`config.mk`:
```
export PLATFORM = sky130hd
export DESIGN_NAME = spi_master_mode0_shifter_unit
export DESIGN_NICKNAME = d
export VERILOG_FILES = /design/src/design/smms_pkg.sv /design/src/design/smms_front.sv /design/src/design/smms_queue.sv /design/src/design/smms_back.sv /design/src/design/spi_master_mode0_shifter_unit.sv
export SDC_FILE = /design/constraint.sdc
export NUM_CORES = 1
export LEC_CHECK = 0
export BUFFER_PORTS_ARGS = -buffer_cell sky130_fd_sc_hd__buf_2
export CELL_PAD_IN_SITES_DETAIL_PLACEMENT = 1
export CELL_PAD_IN_SITES_GLOBAL_PLACEMENT = 2
export CORE_AREA = 2 2 108 110
export DETAILED_ROUTE_END_ITERATION = 12
export DIE_AREA = 0 0 110 112
export PLACE_DENSITY_LB_ADDON = 0.1
export SLEW_MARGIN = 5
export SYNTH_ARGS = -nofsm -noshare
export SYNTH_HDL_FRONTEND = slang
export SYNTH_SLANG_ARGS = --single-unit
```
`constraint.sdc`:
```
create_clock -name clk_i -period 2.1 [get_ports clk_i]
set_clock_uncertainty 0.1 [all_clocks]
set_input_delay 0.525 -clock clk_i [delete_from_list [all_inputs] [get_ports clk_i]]
set_output_delay 0.525 -clock clk_i [all_outputs]
set_load 0.05 [all_outputs]
```
`src/design/smms_pkg.sv`:
```
// shared types and constants for the spi mode 0 shifter
package smms_pkg;

  localparam int unsigned MAX_WORD_BITS_DEF = 16;
  localparam int unsigned TX_BITS           = 16;
  localparam int unsigned RX_BITS           = 16;
  localparam int unsigned QUEUE_DEPTH       = 2;

  typedef enum logic {
    ACT_TICK  = 1'b0,
    ACT_START = 1'b1
  } act_e;

  typedef enum logic [1:0] {
    LEN_8   = 2'd0,
    LEN_9   = 2'd1,
    LEN_MAX = 2'd2
  } len_code_e;

  typedef struct packed {
    act_e               action;
    logic [TX_BITS-1:0] tx;
    len_code_e          len;
    logic               miso;
  } cmd_t;

endpackage

```
`src/design/smms_front.sv`:
```
// front end: takes input transactions and decodes them into commands
module smms_front (
  input  logic                 in_valid_i,
  output logic                 in_stall_o,
  input  logic                 action_i,
  input  logic [15:0]          tx_word_i,
  input  logic [1:0]           word_size_i,
  input  logic                 miso_level_i,
  output logic                 push_o,
  output smms_pkg::cmd_t       cmd_o,
  input  logic                 q_full_i
);
  import smms_pkg::*;

  assign in_stall_o = q_full_i;
  assign push_o     = in_valid_i && !q_full_i;

  always_comb begin
    cmd_o.action = action_i ? ACT_START : ACT_TICK;
    cmd_o.tx     = tx_word_i;
    cmd_o.miso   = miso_level_i;
    // the unused size code falls back to the longest word
    unique case (word_size_i)
      2'd0:    cmd_o.len = LEN_8;
      2'd1:    cmd_o.len = LEN_9;
      default: cmd_o.len = LEN_MAX;
    endcase
  end

endmodule

```
`src/design/smms_queue.sv`:
```
// short command queue between front and back end
module smms_queue (
  input  logic           clk_i,
  input  logic           rst_ni,
  input  logic           push_i,
  input  smms_pkg::cmd_t push_cmd_i,
  output logic           full_o,
  output logic           valid_o,
  input  logic           pop_i,
  output smms_pkg::cmd_t head_o
);
  import smms_pkg::*;

  localparam int unsigned PtrW = (QUEUE_DEPTH > 1) ? $clog2(QUEUE_DEPTH) : 1;
  localparam int unsigned CntW = $clog2(QUEUE_DEPTH + 1);

  cmd_t            mem_q [QUEUE_DEPTH];
  logic [PtrW-1:0] wr_ptr_q, wr_ptr_d;
  logic [PtrW-1:0] rd_ptr_q, rd_ptr_d;
  logic [CntW-1:0] count_q, count_d;
  logic            do_push, do_pop;

  assign full_o  = (count_q == CntW'(QUEUE_DEPTH));
  assign valid_o = (count_q != '0);
  assign head_o  = mem_q[rd_ptr_q];
  assign do_push = push_i && !full_o;
  assign do_pop  = pop_i && valid_o;

  function automatic logic [PtrW-1:0] ptr_inc(input logic [PtrW-1:0] p);
    ptr_inc = (p == PtrW'(QUEUE_DEPTH - 1)) ? '0 : p + PtrW'(1);
  endfunction

  always_comb begin
    wr_ptr_d = do_push ? ptr_inc(wr_ptr_q) : wr_ptr_q;
    rd_ptr_d = do_pop ? ptr_inc(rd_ptr_q) : rd_ptr_q;
    count_d  = count_q;
    if (do_push && !do_pop) begin
      count_d = count_q + CntW'(1);
    end else if (do_pop && !do_push) begin
      count_d = count_q - CntW'(1);
    end
  end

  always_ff @(posedge clk_i) begin
    if (do_push) begin
      mem_q[wr_ptr_q] <= push_cmd_i;
    end
  end

  always_ff @(posedge clk_i or negedge rst_ni) begin
    if (!rst_ni) begin
      wr_ptr_q <= '0;
      rd_ptr_q <= '0;
      count_q  <= '0;
    end else begin
      wr_ptr_q <= wr_ptr_d;
      rd_ptr_q <= rd_ptr_d;
      count_q  <= count_d;
    end
  end

endmodule

```
`src/design/smms_back.sv`:
```
// back end: shift engine state and registered result
module smms_back #(
  parameter int unsigned MAX_WORD_BITS = smms_pkg::MAX_WORD_BITS_DEF
) (
  input  logic           clk_i,
  input  logic           rst_ni,
  input  logic           cfg_we_i,
  input  logic           cfg_wdata_i,
  input  logic           q_valid_i,
  input  smms_pkg::cmd_t q_head_i,
  output logic           q_pop_o,
  output logic           out_valid_o,
  input  logic           out_stall_i,
  output logic           mosi_o,
  output logic           sck_o,
  output logic           busy_res_o,
  output logic           done_res_o,
  output logic [15:0]    rx_word_o
);
  import smms_pkg::*;

  localparam int unsigned W     = MAX_WORD_BITS;
  localparam int unsigned BlW   = $clog2(W + 1);
  localparam int unsigned WideW = (W > TX_BITS) ? W : TX_BITS;

  logic           miso_en_q;
  logic [W-1:0]   shift_q, shift_d;
  logic [BlW-1:0] bits_left_q, bits_left_d;
  logic           clk_high_q, clk_high_d;
  logic           mosi_q, mosi_d;
  len_code_e      len_q, len_d;

  logic               res_valid_q;
  logic               res_mosi_q, res_sck_q, res_busy_q, res_done_q;
  logic [RX_BITS-1:0] res_rx_q;

  logic               busy;
  logic               done;
  logic [RX_BITS-1:0] rx;
  logic [WideW-1:0]   tx_wide, shift_wide;
  logic [W-1:0]       load_word;

  function automatic logic [W-1:0] len_mask(input len_code_e c);
    unique case (c)
      LEN_8:   len_mask = W'(9'h0FF);
      LEN_9:   len_mask = W'(9'h1FF);
      default: len_mask = '1;
    endcase
  endfunction

  function automatic logic top_bit(input logic [W-1:0] s, input len_code_e c);
    unique case (c)
      LEN_8:   top_bit = s[7];
      LEN_9:   top_bit = s[8];
      default: top_bit = s[W-1];
    endcase
  endfunction

  function automatic logic [BlW-1:0] len_bits(input len_code_e c);
    unique case (c)
      LEN_8:   len_bits = BlW'(8);
      LEN_9:   len_bits = BlW'(9);
      default: len_bits = BlW'(W);
    endcase
  endfunction

  assign busy       = (bits_left_q != '0) || clk_high_q;
  assign q_pop_o    = q_valid_i && (!res_valid_q || !out_stall_i);
  assign tx_wide    = WideW'(q_head_i.tx);
  assign load_word  = tx_wide[W-1:0] & len_mask(q_head_i.len);
  assign shift_wide = WideW'(shift_q);

  always_comb begin
    shift_d     = shift_q;
    bits_left_d = bits_left_q;
    clk_high_d  = clk_high_q;
    mosi_d      = mosi_q;
    len_d       = len_q;
    done        = 1'b0;
    rx          = '0;
    if (q_head_i.action == ACT_START) begin
      // a start during a transfer leaves everything alone
      if (!busy) begin
        len_d       = q_head_i.len;
        shift_d     = load_word;
        bits_left_d = len_bits(q_head_i.len);
        clk_high_d  = 1'b0;
        mosi_d      = top_bit(load_word, q_head_i.len);
      end
    end else if (busy) begin
      if (!clk_high_q) begin
        // rising half: sample miso into the low bit
        clk_high_d  = 1'b1;
        shift_d     = ((shift_q << 1) | W'(q_head_i.miso & miso_en_q)) & len_mask(len_q);
        bits_left_d = bits_left_q - BlW'(1);
      end else begin
        clk_high_d = 1'b0;
        if (bits_left_q == '0) begin
          done = 1'b1;
          rx   = shift_wide[RX_BITS-1:0];
        end else begin
          mosi_d = top_bit(shift_q, len_q);
        end
      end
    end
  end

  always_ff @(posedge clk_i or negedge rst_ni) begin
    if (!rst_ni) begin
      miso_en_q   <= 1'b0;
      shift_q     <= '0;
      bits_left_q <= '0;
      clk_high_q  <= 1'b0;
      mosi_q      <= 1'b0;
      len_q       <= LEN_8;
      res_valid_q <= 1'b0;
    end else begin
      if (cfg_we_i) begin
        miso_en_q <= cfg_wdata_i;
      end
      if (q_pop_o) begin
        shift_q     <= shift_d;
        bits_left_q <= bits_left_d;
        clk_high_q  <= clk_high_d;
        mosi_q      <= mosi_d;
        len_q       <= len_d;
        res_valid_q <= 1'b1;
      end else if (!out_stall_i) begin
        res_valid_q <= 1'b0;
      end
    end
  end

  always_ff @(posedge clk_i) begin
    if (q_pop_o) begin
      res_mosi_q <= mosi_d;
      res_sck_q  <= clk_high_d;
      res_busy_q <= (bits_left_d != '0) || clk_high_d;
      res_done_q <= done;
      res_rx_q   <= rx;
    end
  end

  assign out_valid_o = res_valid_q;
  assign mosi_o      = res_mosi_q;
  assign sck_o       = res_sck_q;
  assign busy_res_o  = res_busy_q;
  assign done_res_o  = res_done_q;
  assign rx_word_o   = res_rx_q;

  a_bits_range: assert property (@(posedge clk_i) disable iff (!rst_ni)
    bits_left_q <= BlW'(W))
    else $error("bit counter beyond word length");

  a_done_idle: assert property (@(posedge clk_i) disable iff (!rst_ni)
    (res_valid_q && res_done_q) |-> (!res_busy_q && !res_sck_q))
    else $error("done reported while transfer still running");

  a_sck_busy: assert property (@(posedge clk_i) disable iff (!rst_ni)
    (res_valid_q && res_sck_q) |-> res_busy_q)
    else $error("sck high outside a transfer");

  a_rx_quiet: assert property (@(posedge clk_i) disable iff (!rst_ni)
    (res_valid_q && !res_done_q) |-> (res_rx_q == '0))
    else $error("received word given without done");

  a_hold_result: assert property (@(posedge clk_i) disable iff (!rst_ni)
    (res_valid_q && out_stall_i) |=> (res_valid_q && $stable(res_rx_q)))
    else $error("stalled result lost");

endmodule

```
`src/design/spi_master_mode0_shifter_unit.sv`:
```
// top level of the spi mode 0 shift engine
// Each transaction on the input channel is a start (loads a word of 8, 9 or MAX_WORD_BITS bits,
// msb first) or a half-period tick of sck; every input transaction yields exactly one output
// transaction carrying the mosi and sck levels, busy, done and, with done, the received word.
// One transaction is taken per clock cycle when the output side keeps up; a result passes through
// the two-entry command queue and then the shift engine, whose state update and result register
// close in the same cycle. The queue lets the input keep flowing for a short while when the output
// stalls. miso_enable is written through cfg_we_i; the user must write it only while the engine is
// idle, which the block itself does not enforce; with it clear zeros are shifted in.
module spi_master_mode0_shifter_unit #(
  parameter int unsigned MAX_WORD_BITS = smms_pkg::MAX_WORD_BITS_DEF
) (
  input  logic        clk_i,
  input  logic        rst_ni,
  input  logic        cfg_we_i,
  input  logic        cfg_wdata_i,
  input  logic        in_valid_i,
  output logic        in_stall_o,
  input  logic        action_i,
  input  logic [15:0] tx_word_i,
  input  logic [1:0]  word_size_i,
  input  logic        miso_level_i,
  output logic        out_valid_o,
  input  logic        out_stall_i,
  output logic        mosi_o,
  output logic        sck_o,
  output logic        busy_res_o,
  output logic        done_res_o,
  output logic [15:0] rx_word_o
);
  import smms_pkg::*;

  cmd_t push_cmd, head_cmd;
  logic push, q_full, q_valid, q_pop;

  smms_front u_front (
    .in_valid_i   (in_valid_i),
    .in_stall_o   (in_stall_o),
    .action_i     (action_i),
    .tx_word_i    (tx_word_i),
    .word_size_i  (word_size_i),
    .miso_level_i (miso_level_i),
    .push_o       (push),
    .cmd_o        (push_cmd),
    .q_full_i     (q_full)
  );

  smms_queue u_queue (
    .clk_i      (clk_i),
    .rst_ni     (rst_ni),
    .push_i     (push),
    .push_cmd_i (push_cmd),
    .full_o     (q_full),
    .valid_o    (q_valid),
    .pop_i      (q_pop),
    .head_o     (head_cmd)
  );

  smms_back #(
    .MAX_WORD_BITS (MAX_WORD_BITS)
  ) u_back (
    .clk_i       (clk_i),
    .rst_ni      (rst_ni),
    .cfg_we_i    (cfg_we_i),
    .cfg_wdata_i (cfg_wdata_i),
    .q_valid_i   (q_valid),
    .q_head_i    (head_cmd),
    .q_pop_o     (q_pop),
    .out_valid_o (out_valid_o),
    .out_stall_i (out_stall_i),
    .mosi_o      (mosi_o),
    .sck_o       (sck_o),
    .busy_res_o  (busy_res_o),
    .done_res_o  (done_res_o),
    .rx_word_o   (rx_word_o)
  );

endmodule
```
# After elaboration in Yosys (flattened, before gate mapping)
# Memory sizes are Yosys's and may differ from the RTL's.
# Cells that the tools add are included.
# Widths: inputs -> output; s select.
classes:
  n_addsub: 5
  eq_ne: 7
  mux: 36
  bitwise_logic: 7
  reduce_logical: 27
ops:
  columns: ["cell", "count"]
  rows:
  - ["$mux 16", 7]
  - ["$pmux 16 s2", 2]
  - ["$and 16x16->16", 2]
  - ["$mux 5", 4]
  - ["$mux 1", 17]
  - ["$or 16x16->16", 1]
  - ["$pmux 5 s2", 1]
  - ["$reduce_bool 5->1", 2]
  - ["$eq 2x1->1 const B", 3]
  - ["$logic_and 1x1->1", 6]
  - ["$logic_not 2->1", 3]
  - ["$reduce_bool 2->1", 3]
  - ["$logic_not 1->1", 5]
  - ["$logic_not 5->1", 1]
  - ["$sub 5x1->5 const B", 1]
  - ["$mux 2", 2]
  - ["$ne 2x2->1 const B", 2]
  - ["$pmux 1 s2", 2]
  - ["$pmux 2 s2", 1]
  - ["$reduce_and 4->1", 1]
  - ["$reduce_or 4->1", 1]
  - ["$logic_or 1x1->1", 3]
  - ["$not 1->1", 3]
  - ["$reduce_and 3->1", 1]
  - ["other kinds (7)", 8]
totals:
  register_bits: 51
  ramBits: 40
  elab_cells: 98
  n_memories: 1
mem_list:
  columns: ["memory", "depth", "word_bits", "read_ports", "rd_clocked_by_memory_dff", "wr", "line_no", "text"]
  rows:
  - ["u_queue.mem_q", 2, 20, 1, 0, 1, "smms_queue.sv:17", "cmd_t mem_q [QUEUE_DEPTH];"]

# Logic depth before layout (Yosys ltp)
# Gate-level depths: netlist of run 1.
logic_depth:
  ltp_word: 9
  mapped_depth: 8
  depth_no_buf: 7

# By module
# A second synthesis of run 1 with hierarchy kept.
unflattened:
  hier_cells: 303
  area_unflattened_um2: 4142.7
modules_own_cells:
  columns: ["module", "n_inst", "cells_per_inst", "area_per_inst_um2"]
  rows:
  - ["smms_back", 1, 200, 2248.4]
  - ["smms_queue", 1, 81, 1727.9]
  - ["smms_front", 1, 22, 166.4]

# Worst setup path after synthesis of run 1
# OpenSTA, ideal clock, no wires.
synth_timing:
  kind: "register to register"
  from: "reg u_back.res_valid_q (netlist: u_back.out_valid_o)"
  to: "reg u_back.shift_q[10]"
  arrival_ns: 2.233
  required_ns: 1.875
  slack_ns: -0.358
  path_stages_with_launch: 8
  period_less_slack_ns: 2.458
  path_cell_list: "dfrtp_1 -> o2bb2ai_2 -> inv_1 -> nand2b_1 -> a21o_1 -> buf_6 -> buf_12 -> mux2_4"
synth_via:
  elab_chain_cells: 4
synth_lines:
  columns: ["element", "line_no", "text"]
  rows:
  - ["start, declared", "smms_back.sv:33", "logic res_valid_q;"]
  - ["start signal, assigned", "smms_back.sv:116", "res_valid_q <= 1'b0;"]
  - ["start signal, assigned", "smms_back.sv:127", "res_valid_q <= 1'b1;"]
  - ["start signal, assigned", "smms_back.sv:129", "res_valid_q <= 1'b0;"]
  - ["$logic_not 1->1", "smms_back.sv:68", "assign q_pop_o = q_valid_i && (!res_valid_q || !out_stall_i);"]
  - ["$logic_or 1x1->1", "smms_back.sv:68", null]
  - ["$logic_and 1x1->1", "smms_back.sv:68", null]
  - ["via q_pop", "spi_master_mode0_shifter_unit.sv:34", "logic push, q_full, q_valid, q_pop;"]
  - ["$reduce_and 4->1 (no source line)", null, null]
  - ["end signal, assigned", "smms_back.sv:122", "shift_q <= shift_d;"]
  - ["end, declared", "smms_back.sv:27", "logic [W-1:0] shift_q, shift_d;"]
# The timed path passes the listed nets, and every way through them passes these cells.
# A chain may end at the register's enable or synchronous reset.

# Worst setup path after layout of run 1
layout_timing:
  from: "reg u_back.bits_left_q[1]"
  to: "reg u_back.res_mosi_q (netlist: u_back.mosi_o), data pin"
layout_via:
  elab_chain_cells: 5
  word_cells_on_any_way: 8
layout_lines:
  columns: ["element", "line_no", "text"]
  rows:
  - ["start, declared", "smms_back.sv:28", "logic [BlW-1:0] bits_left_q, bits_left_d;"]
  - ["start signal, assigned", "smms_back.sv:123", "bits_left_q <= bits_left_d;"]
  - ["$logic_not 5->1", "smms_back.sv:98", "if (bits_left_q == '0) begin"]
  - ["$mux 1", "smms_back.sv:98", null]
  - ["$mux 1", "smms_back.sv:91", "if (!clk_high_q) begin"]
  - ["$mux 1", "smms_back.sv:90", "end else if (busy) begin"]
  - ["$mux 1 *", "smms_back.sv:81", "if (q_head_i.action == ACT_START) begin"]
  - ["via u_back.mosi_d", "smms_back.sv:30", "logic mosi_q, mosi_d;"]
  - ["end signal, assigned", "smms_back.sv:136", "res_mosi_q <= mosi_d;"]
  - ["end, declared", "smms_back.sv:34", "logic res_mosi_q, res_sck_q, res_busy_q, res_done_q;"]
# The timed path passes the listed nets; every way through them passes the cells marked *.

==> results of run 1 <==
## per-stage QoR
| stage | TNS [ns] | hold WS (ns) | instance area, um2 | total power [uW] |
|---|---|---|---|---|
| 6_report | -1.33 | 0.0289 | 5200 | 8200 |
| 5_1_grt | -2.46 | 0.0391 | 5200 | 8710 |
| 4_1_cts | -0.267 | 0.0294 | 5130 | 8170 |
| 3_5_place_dp | -0.395 | 0.391 | 4680 | 6150 |
| 3_3_place_gp | -0.165 | 0.381 | 4680 | 6110 |
| 2_1_floorplan | -1.09 | 0.129 | 4060 | 5120 |
## critical path, stage by stage (launching register included)
cell and delay [ns]:
dfrtp_1 0.39, inv_2 0.08, ha_4 0.14, buf_4 0.10, buf_6 0.09, buf_6 0.10, nand2b_4 0.05, or4_4 0.58
a211oi_4 0.28, o31ai_2 0.09
## power by group through the flow
stage / Sequential [uW] / Combinational, uW / Clock [uW]
floorplan: 3330 / 1790 / 0
global placement: 2920 / 3190 / 0
detailed placement: 2940 / 3210 / 0
CTS: 2920 / 3480 / 1770
global route: 2980 / 3890 / 1840
finish: 2910 / 3570 / 1720
## metal layers
| layer | global-route usage (%) | up-vias | part of all wire (%) |
|---|---|---|---|
| met1 | 20.3 | 1305 | 44 |
| met5 | 0 | - | 0 |
| met4 | 6.08 | 0 | 2.0 |
| met2 | 25.4 | 45 | 51 |
| met3 | 3.51 | 13 | 3.2 |
| li1 | - | 1240 | - |
## registers in the layout, indices dropped and copies added, names as in the netlist
name	cells
u_back.clk_high_q	1
u_queue.rd_ptr_q	1
u_back.done_res_o	1
u_queue.count_q	2
u_back.mosi_o	1
u_back.rx_word_o	16
u_back.out_valid_o	1
u_queue.mem_q	40
u_queue.wr_ptr_q	1
u_back.mosi_q	1
u_back.shift_q	16
u_back.miso_en_q	1
u_back.busy_res_o	1
u_back.sck_o	1
u_back.bits_left_q	5
u_back.len_q	2
## timing repair
item	in CTS	in global routing
hold buffers	0	0
resized for setup	16	10
setup endpoints to repair	13	13
setup buffers	5	5
gates cloned	1	0
hold endpoints to repair	0	0
pin swaps	2	6
## cells in the final DEF (no fill, tap or decap), types with 2 or more instances in the layout
cell and count:
buf_6 4, inv_1 5, xor2_1 3, or4_1 2, xnor2_1 3, buf_4 37, a31oi_1 2, nor3_1 3
clkinv_2 2, mux2i_1 20, mux2_4 14, nor2_1 12, nand2b_1 3, mux2_2 8, and2_1 14, edfxtp_1 60
nand2_1 13, nor2b_1 6, a21oi_1 8, buf_12 4, nand3_1 5, a211oi_1 6, o2bb2ai_1 7, bufinv_16 2
buf_2 47, dfrtp_1 30, o21ai_0 9, clkbuf_16 9, inv_2 2
## logic make-up (layout without fill, tap and decap cells)
| family | after synthesis | count (layout) |
|---|---|---|
| flip-flops | 91 | 91 |
| buffers and inverters | 25 | 117 |
| AND/OR/NAND/NOR | 69 | 69 |
| XOR/XNOR | 6 | 6 |
| multiplexers | 43 | 43 |
| adder cells (fa/ha/maj) | 2 | 2 |
| AO/OA/AOI/OAI | 51 | 51 |
## final cells by class
| class | instances | area (um2) |
|---|---|---|
| sequential | 91 | 2580 |
| timing repair buffer | 93 | 666 |
| tap | 143 | 179 |
| clock buffer | 9 | 225 |
| multi-input combinational | 171 | 1430 |
| clock inverter | 7 | 91.3 |
| inverter | 8 | 33.8 |
| fill | 1167 | 5970 |
## final timing paths
kind | to | slack [ns] | from | cells past startpoint
max | u_back.mosi_o | -0.16 | u_back.bits_left_q[1] | 9
min | u_back.bits_left_q[2] | 0.03 | rst_ni | 2
max reg2reg | u_back.mosi_o | -0.16 | u_back.bits_left_q[1] | 9
min reg2reg | u_queue.wr_ptr_q | 0.40 | u_queue.wr_ptr_q | 1
max in group asynchronous | u_back.out_valid_o | 1.67 | rst_ni | 2
min in group clk_i | u_queue.mem_q[0][9] | 0.26 | tx_word_i[6] | 1
==> metrics.txt, run 1 <==
fmax=0.443 GHz; synth unique cells=54; vias=2603; CTS tree=yes; Non-Filler Instances=522; drt drc=0; I/O pin total=48; status=finished with violations; largest family of logic cells by synthesized area=multiplexers; required time of the critical path=2.09 ns; CTS H-tree depth=3; Final setup viols=18; RSZ-0062 raised after global routing=true; Arrival @ worst endpoint=2.25 ns; site row count=39; Syn Area/Cell=14.0 um2; DRT antenna net count=0; Die H=112 um; pre-CTS setup slack=-0.130 ns; global placer's final weighted congestion=0.765; Hold WC Path Type=input pin to async pin; Global Route Usage Sum=15.7%; synthesis-to-finish area growth=29.2%; Combinational Power Share=43.6%; Setup crit end kind=flip-flop; Net Switching=3000 uW; failing checks=negative setup slack; CTS Root Cell=clkbuf_16; Pins Over Slew Limit=0; Routed wire per std cell=16.7 um; Worst-Skew Late Latency=0.35 ns; final net count=402; dpl cells=497; Clock Path Buffers=2; switching share of power=36.6%; Synth Area in Adders=0.621%; Synth Instances=287; die area=12300 um2; ys flop type=edfxtp_1; EDFF count, synth=60; CTS clock-pin slew for the worst setup and hold paths=0.06 ns; placed wire-length estimate=5.82 mm; Clk pwr share=21.0%; CTS buffer count=9; multiplexer area fraction after synthesis=12.1%; Synth top area share=44.7%; Crit Path Max Fanout=3; core area=11200 um2; initial antenna violation count=0; syn nets=315; largest net degree at the start of global routing=32; n_diodes=0; crit share post-route=107%; final hold violations=0; transition time of the tightest slew-check pin=0.698 ns; Die Width=110 um; Rel. slew slack=53.0%; total gr overflow=0; Initial Util=36.0%; Layout Utilization=46.6%; min setup slack post-route=-0.155 ns; Crit Path Class=flip-flop to flip-flop; Critical Path Start Type=flip-flop; first-pass GRT wire length=14.3 mm; asr flop ratio synth=34.1%; Netlist Area Pre-Place=4030 um2; register bit total from synthesis=91; Compound-Gate Fraction of Synth Area=9.20%; clock sink count=91; XOR/XNOR Fraction of Synth Area=1.30%; # port buffers=47; max_cap viols=0; Seq pwr share=35.4%; WL final=8.72 mm; fin crit period=2.26 ns; sequential fraction of the synthesis area=64.0%; biggest area consumer among synthesized cells=edfxtp_1; most common cell in the netlist=edfxtp_1; Pwr Density=1580 nW/um2; post-DR vias/cell=4.99; first-pass detailed-route iteration total=6; Synth Area in Simple Gates=9.32%; DR iter-0 viols=83; share of cells above drive strength 1=39.1%; Area contributors post-synth=edfxtp_1 (45%), dfrtp_1 (19%), mux2i_1 (5.2%); Syn. warnings=0; synth cell count leaders=edfxtp_1 (60), dfrtp_1 (31), mux2i_1 (21), nand2_1 (15); vias in the first global route=2738; P_leak=0.00218 uW; Max rail drop VDD=0.000707 V; Internal=5200 uW
Note: power is estimated with default switching activity, not from simulation.
==> run 2, diff against run 1 <==
==> constraint.sdc (replaced) <==
create_clock -name clk_i -period 2.1 [get_ports clk_i]
set_clock_uncertainty 0.1 [all_clocks]
set_input_delay 0.525 -clock clk_i [delete_from_list [all_inputs] [get_ports clk_i]]
set_output_delay 0.525 -clock clk_i [all_outputs]
set_load 0.02 [all_outputs]
==> run 2 against run 1 <==
The flow still finishes with violations (negative setup slack). Highest routed layer unchanged. Hold slack improved by 0.23 ns. Via count hardly changed. First-iteration DRC count shrank 37%. Clock power is 6% lower. Final area down 0.87%. Sequential power about the same. Final cell count decreased by 0.77%. Combinational power decreased by 11%. Largest cell class unchanged. Setup slack better by 0.022 ns. Fmax is 0.96% higher.
==> metrics.txt, run 2 (synthesis gave the netlist of run 1 again) <==
post-DR vias/cell=5.02 (+0.69%); Arrival @ worst endpoint=2.22 ns (-0.03 ns); core area=11200 um2 (unchanged); Max rail drop VDD=0.000589 V (-17%); largest net degree at the start of global routing=26 (-19%); n_diodes=0 (unchanged); Hold WC Path Type=input pin to flip-flop; r2r endpoint=u_back.busy_res_o; share of cells above drive strength 1=38.7% (-0.38 points); Seq pwr share=38.0% (+2.6 points); CP max stage delay=0.47 ns (-0.11 ns); final hold violations=0 (unchanged); switching share of power=34.8% (-1.8 points); final net count=398 (-1.0%); leading cell type in the layout, fill and taps excluded=edfxtp_1; synthesis-to-finish area growth=28.1%; failing checks=negative setup slack; global placer's final weighted congestion=0.814 (+6.3%); first-pass detailed-route iteration total=4 (-2); DRT antenna net count=0 (unchanged); fmax=0.448 GHz (+0.96%); fin crit period=2.23 ns (-0.0215 ns); pre-CTS setup slack=-0.171 ns (-0.0412 ns); # port buffers=47 (unchanged); Pins Over Slew Limit=0 (unchanged); Initial Util=36.0% (unchanged); vias in the first global route=2813 (+2.7%); Worst Hold End=u_queue.mem_q[0][8]; transition time of the tightest slew-check pin=0.560 ns (-0.138 ns); CTS Root Cell=clkbuf_16; Net Switching=2680 uW (-11%); min setup slack post-route=-0.134 ns (+0.0215 ns); Routed wire per std cell=17.4 um (+4.4%); Die Width=110 um (unchanged); drt drc=0 (unchanged); Critical Path Start Type=flip-flop; Setup crit end kind=flip-flop; WL final=9.04 mm (+3.6%); Combinational Power Share=41.1% (-2.5 points); crit share post-route=106% (-1.0 points); placed wire-length estimate=6.22 mm (+6.9%); status=finished with violations; worst hold start=tx_word_i[5]; R2R Setup Slk=-0.13 ns (+0.02 ns); WHS Path Cells=1; P_leak=0.00213 uW (-2.4%); slowest CP cell=or4b_4; total power=7710 uW (-6.0%); CTS H-tree depth=3 (unchanged); start of the worst register-to-register path=u_back.bits_left_q[1]; site row count=39 (unchanged); initial antenna violation count=0 (unchanged); Pwr Density=1490 nW/um2 (-5.2%); CTS tree=yes; Global Route Usage Sum=16.4% (+0.75 points); required time of the critical path=2.09 ns (about the same); clock sink count=91 (unchanged); Final setup viols=9 (-9); I/O pin total=48 (unchanged); Crit Path Max Fanout=2 (-1); Internal=5020 uW (-3.4%); Bufs and invs on worst path=1 (-3); Clk pwr share=20.9% (about the same); CTS buffer count=9 (unchanged); max_cap viols=0 (unchanged); Clock Path Buffers=2 (unchanged); Top reg by flops=u_queue.mem_q; Worst Reg2Reg Path Length in Cells=6 (-3); commonest non-fill, non-tap cells in the layout=edfxtp_1 (60), buf_2 (47), buf_4 (33), dfrtp_1 (29), mux2i_1 (20); RSZ-0062 raised after global routing=true; max reg flops=40 (unchanged); CP delay by family, top=simple AND/OR/NAND/NOR gates; Crit Path Class=flip-flop to flip-flop; vias=2601 (-0.077%); Rel. slew slack=62.3% (+9.3 points); CTS clock-pin slew for the worst setup and hold paths=0.06 ns (about the same); first-pass GRT wire length=14.9 mm (+3.8%); die area=12300 um2 (unchanged); total gr overflow=0 (unchanged); CP cell instances=inv_2, ha_4, or4b_4, mux2_4, a222oi_1, nand4bb_1; Worst-Skew Late Latency=0.35 ns (about the same); Die H=112 um (unchanged); DR iter-0 viols=52 (-37%)
-- run 2: how the worst max path moves through the flow --
stage,from,end,depth (start not counted)
final,u_back.bits_left_q[1],u_back.busy_res_o,6
after global routing,u_back.bits_left_q[1],u_back.busy_res_o,6
after detailed placement,u_back.bits_left_q[1],u_back.busy_res_o,6
after CTS,u_back.bits_left_q[0],u_back.busy_res_o,6
after floorplan,u_queue.count_q[0],u_back.shift_q[10],8
after global placement,u_back.bits_left_q[1],u_back.busy_res_o,6
-- run 2: final cells by class --
class / instances / area (um2)
clock buffers: 9 / 225
clock inverters: 7 / 66.3
fillers: 1175 / 6020
inverters: 8 / 33.8
multi-input cells: 171 / 1440
flip-flops and latches: 91 / 2580
well taps: 143 / 179
repair buffers: 89 / 638
-- run 2: per-stage QoR --
| step | hold slack, ns | utilization [%] | TNS, ns | std cells | instance area, um2 |
|---|---|---|---|---|---|
| 6_report | 0.263 | 46.2 | -0.286 | 518 | 5160 |
| 3_5_place_dp | 0.335 | 41.6 | -0.665 | 492 | 4640 |
| 3_3_place_gp | 0.332 | 41.6 | -0.0847 | 492 | 4640 |
| 4_1_cts | 0.248 | 45.1 | -0.895 | 514 | 5040 |
| 5_1_grt | 0.253 | 46.2 | -1.30 | 518 | 5160 |
| 2_1_floorplan | 0.129 | - | -0.651 | 287 | 4070 |
-- run 2: per-layer routing --
metal,vias up,share of wire (%),wire (um),GRT usage [%]
met4,0,2.3,204,7.51
met5,-,0,0,0
met3,13,2.9,265,3.34
met2,46,50,4520,26.4
met1,1301,45,4050,21.1
li1,1241,-,-,-
-- run 2: timing repair --
item                                   in CTS  in global routing
gates resized for setup                     9                 24
hold buffers                                1                  0
endpoints found under the hold margin      10                  0
gates cloned                                1                  1
pin swaps                                   7                  9
setup endpoints to repair                  15                 37
setup buffers                               4                  4
-- run 2: power groups by stage --
stage / Clock (uW) / Combinational [uW] / Sequential, uW
final: 1610 / 3170 / 2930
after floorplan: 0 / 1770 / 3030
after detailed placement: 0 / 2860 / 2950
after global placement: 0 / 2810 / 2930
after global routing: 1730 / 3490 / 3010
after CTS: 1660 / 3040 / 2930
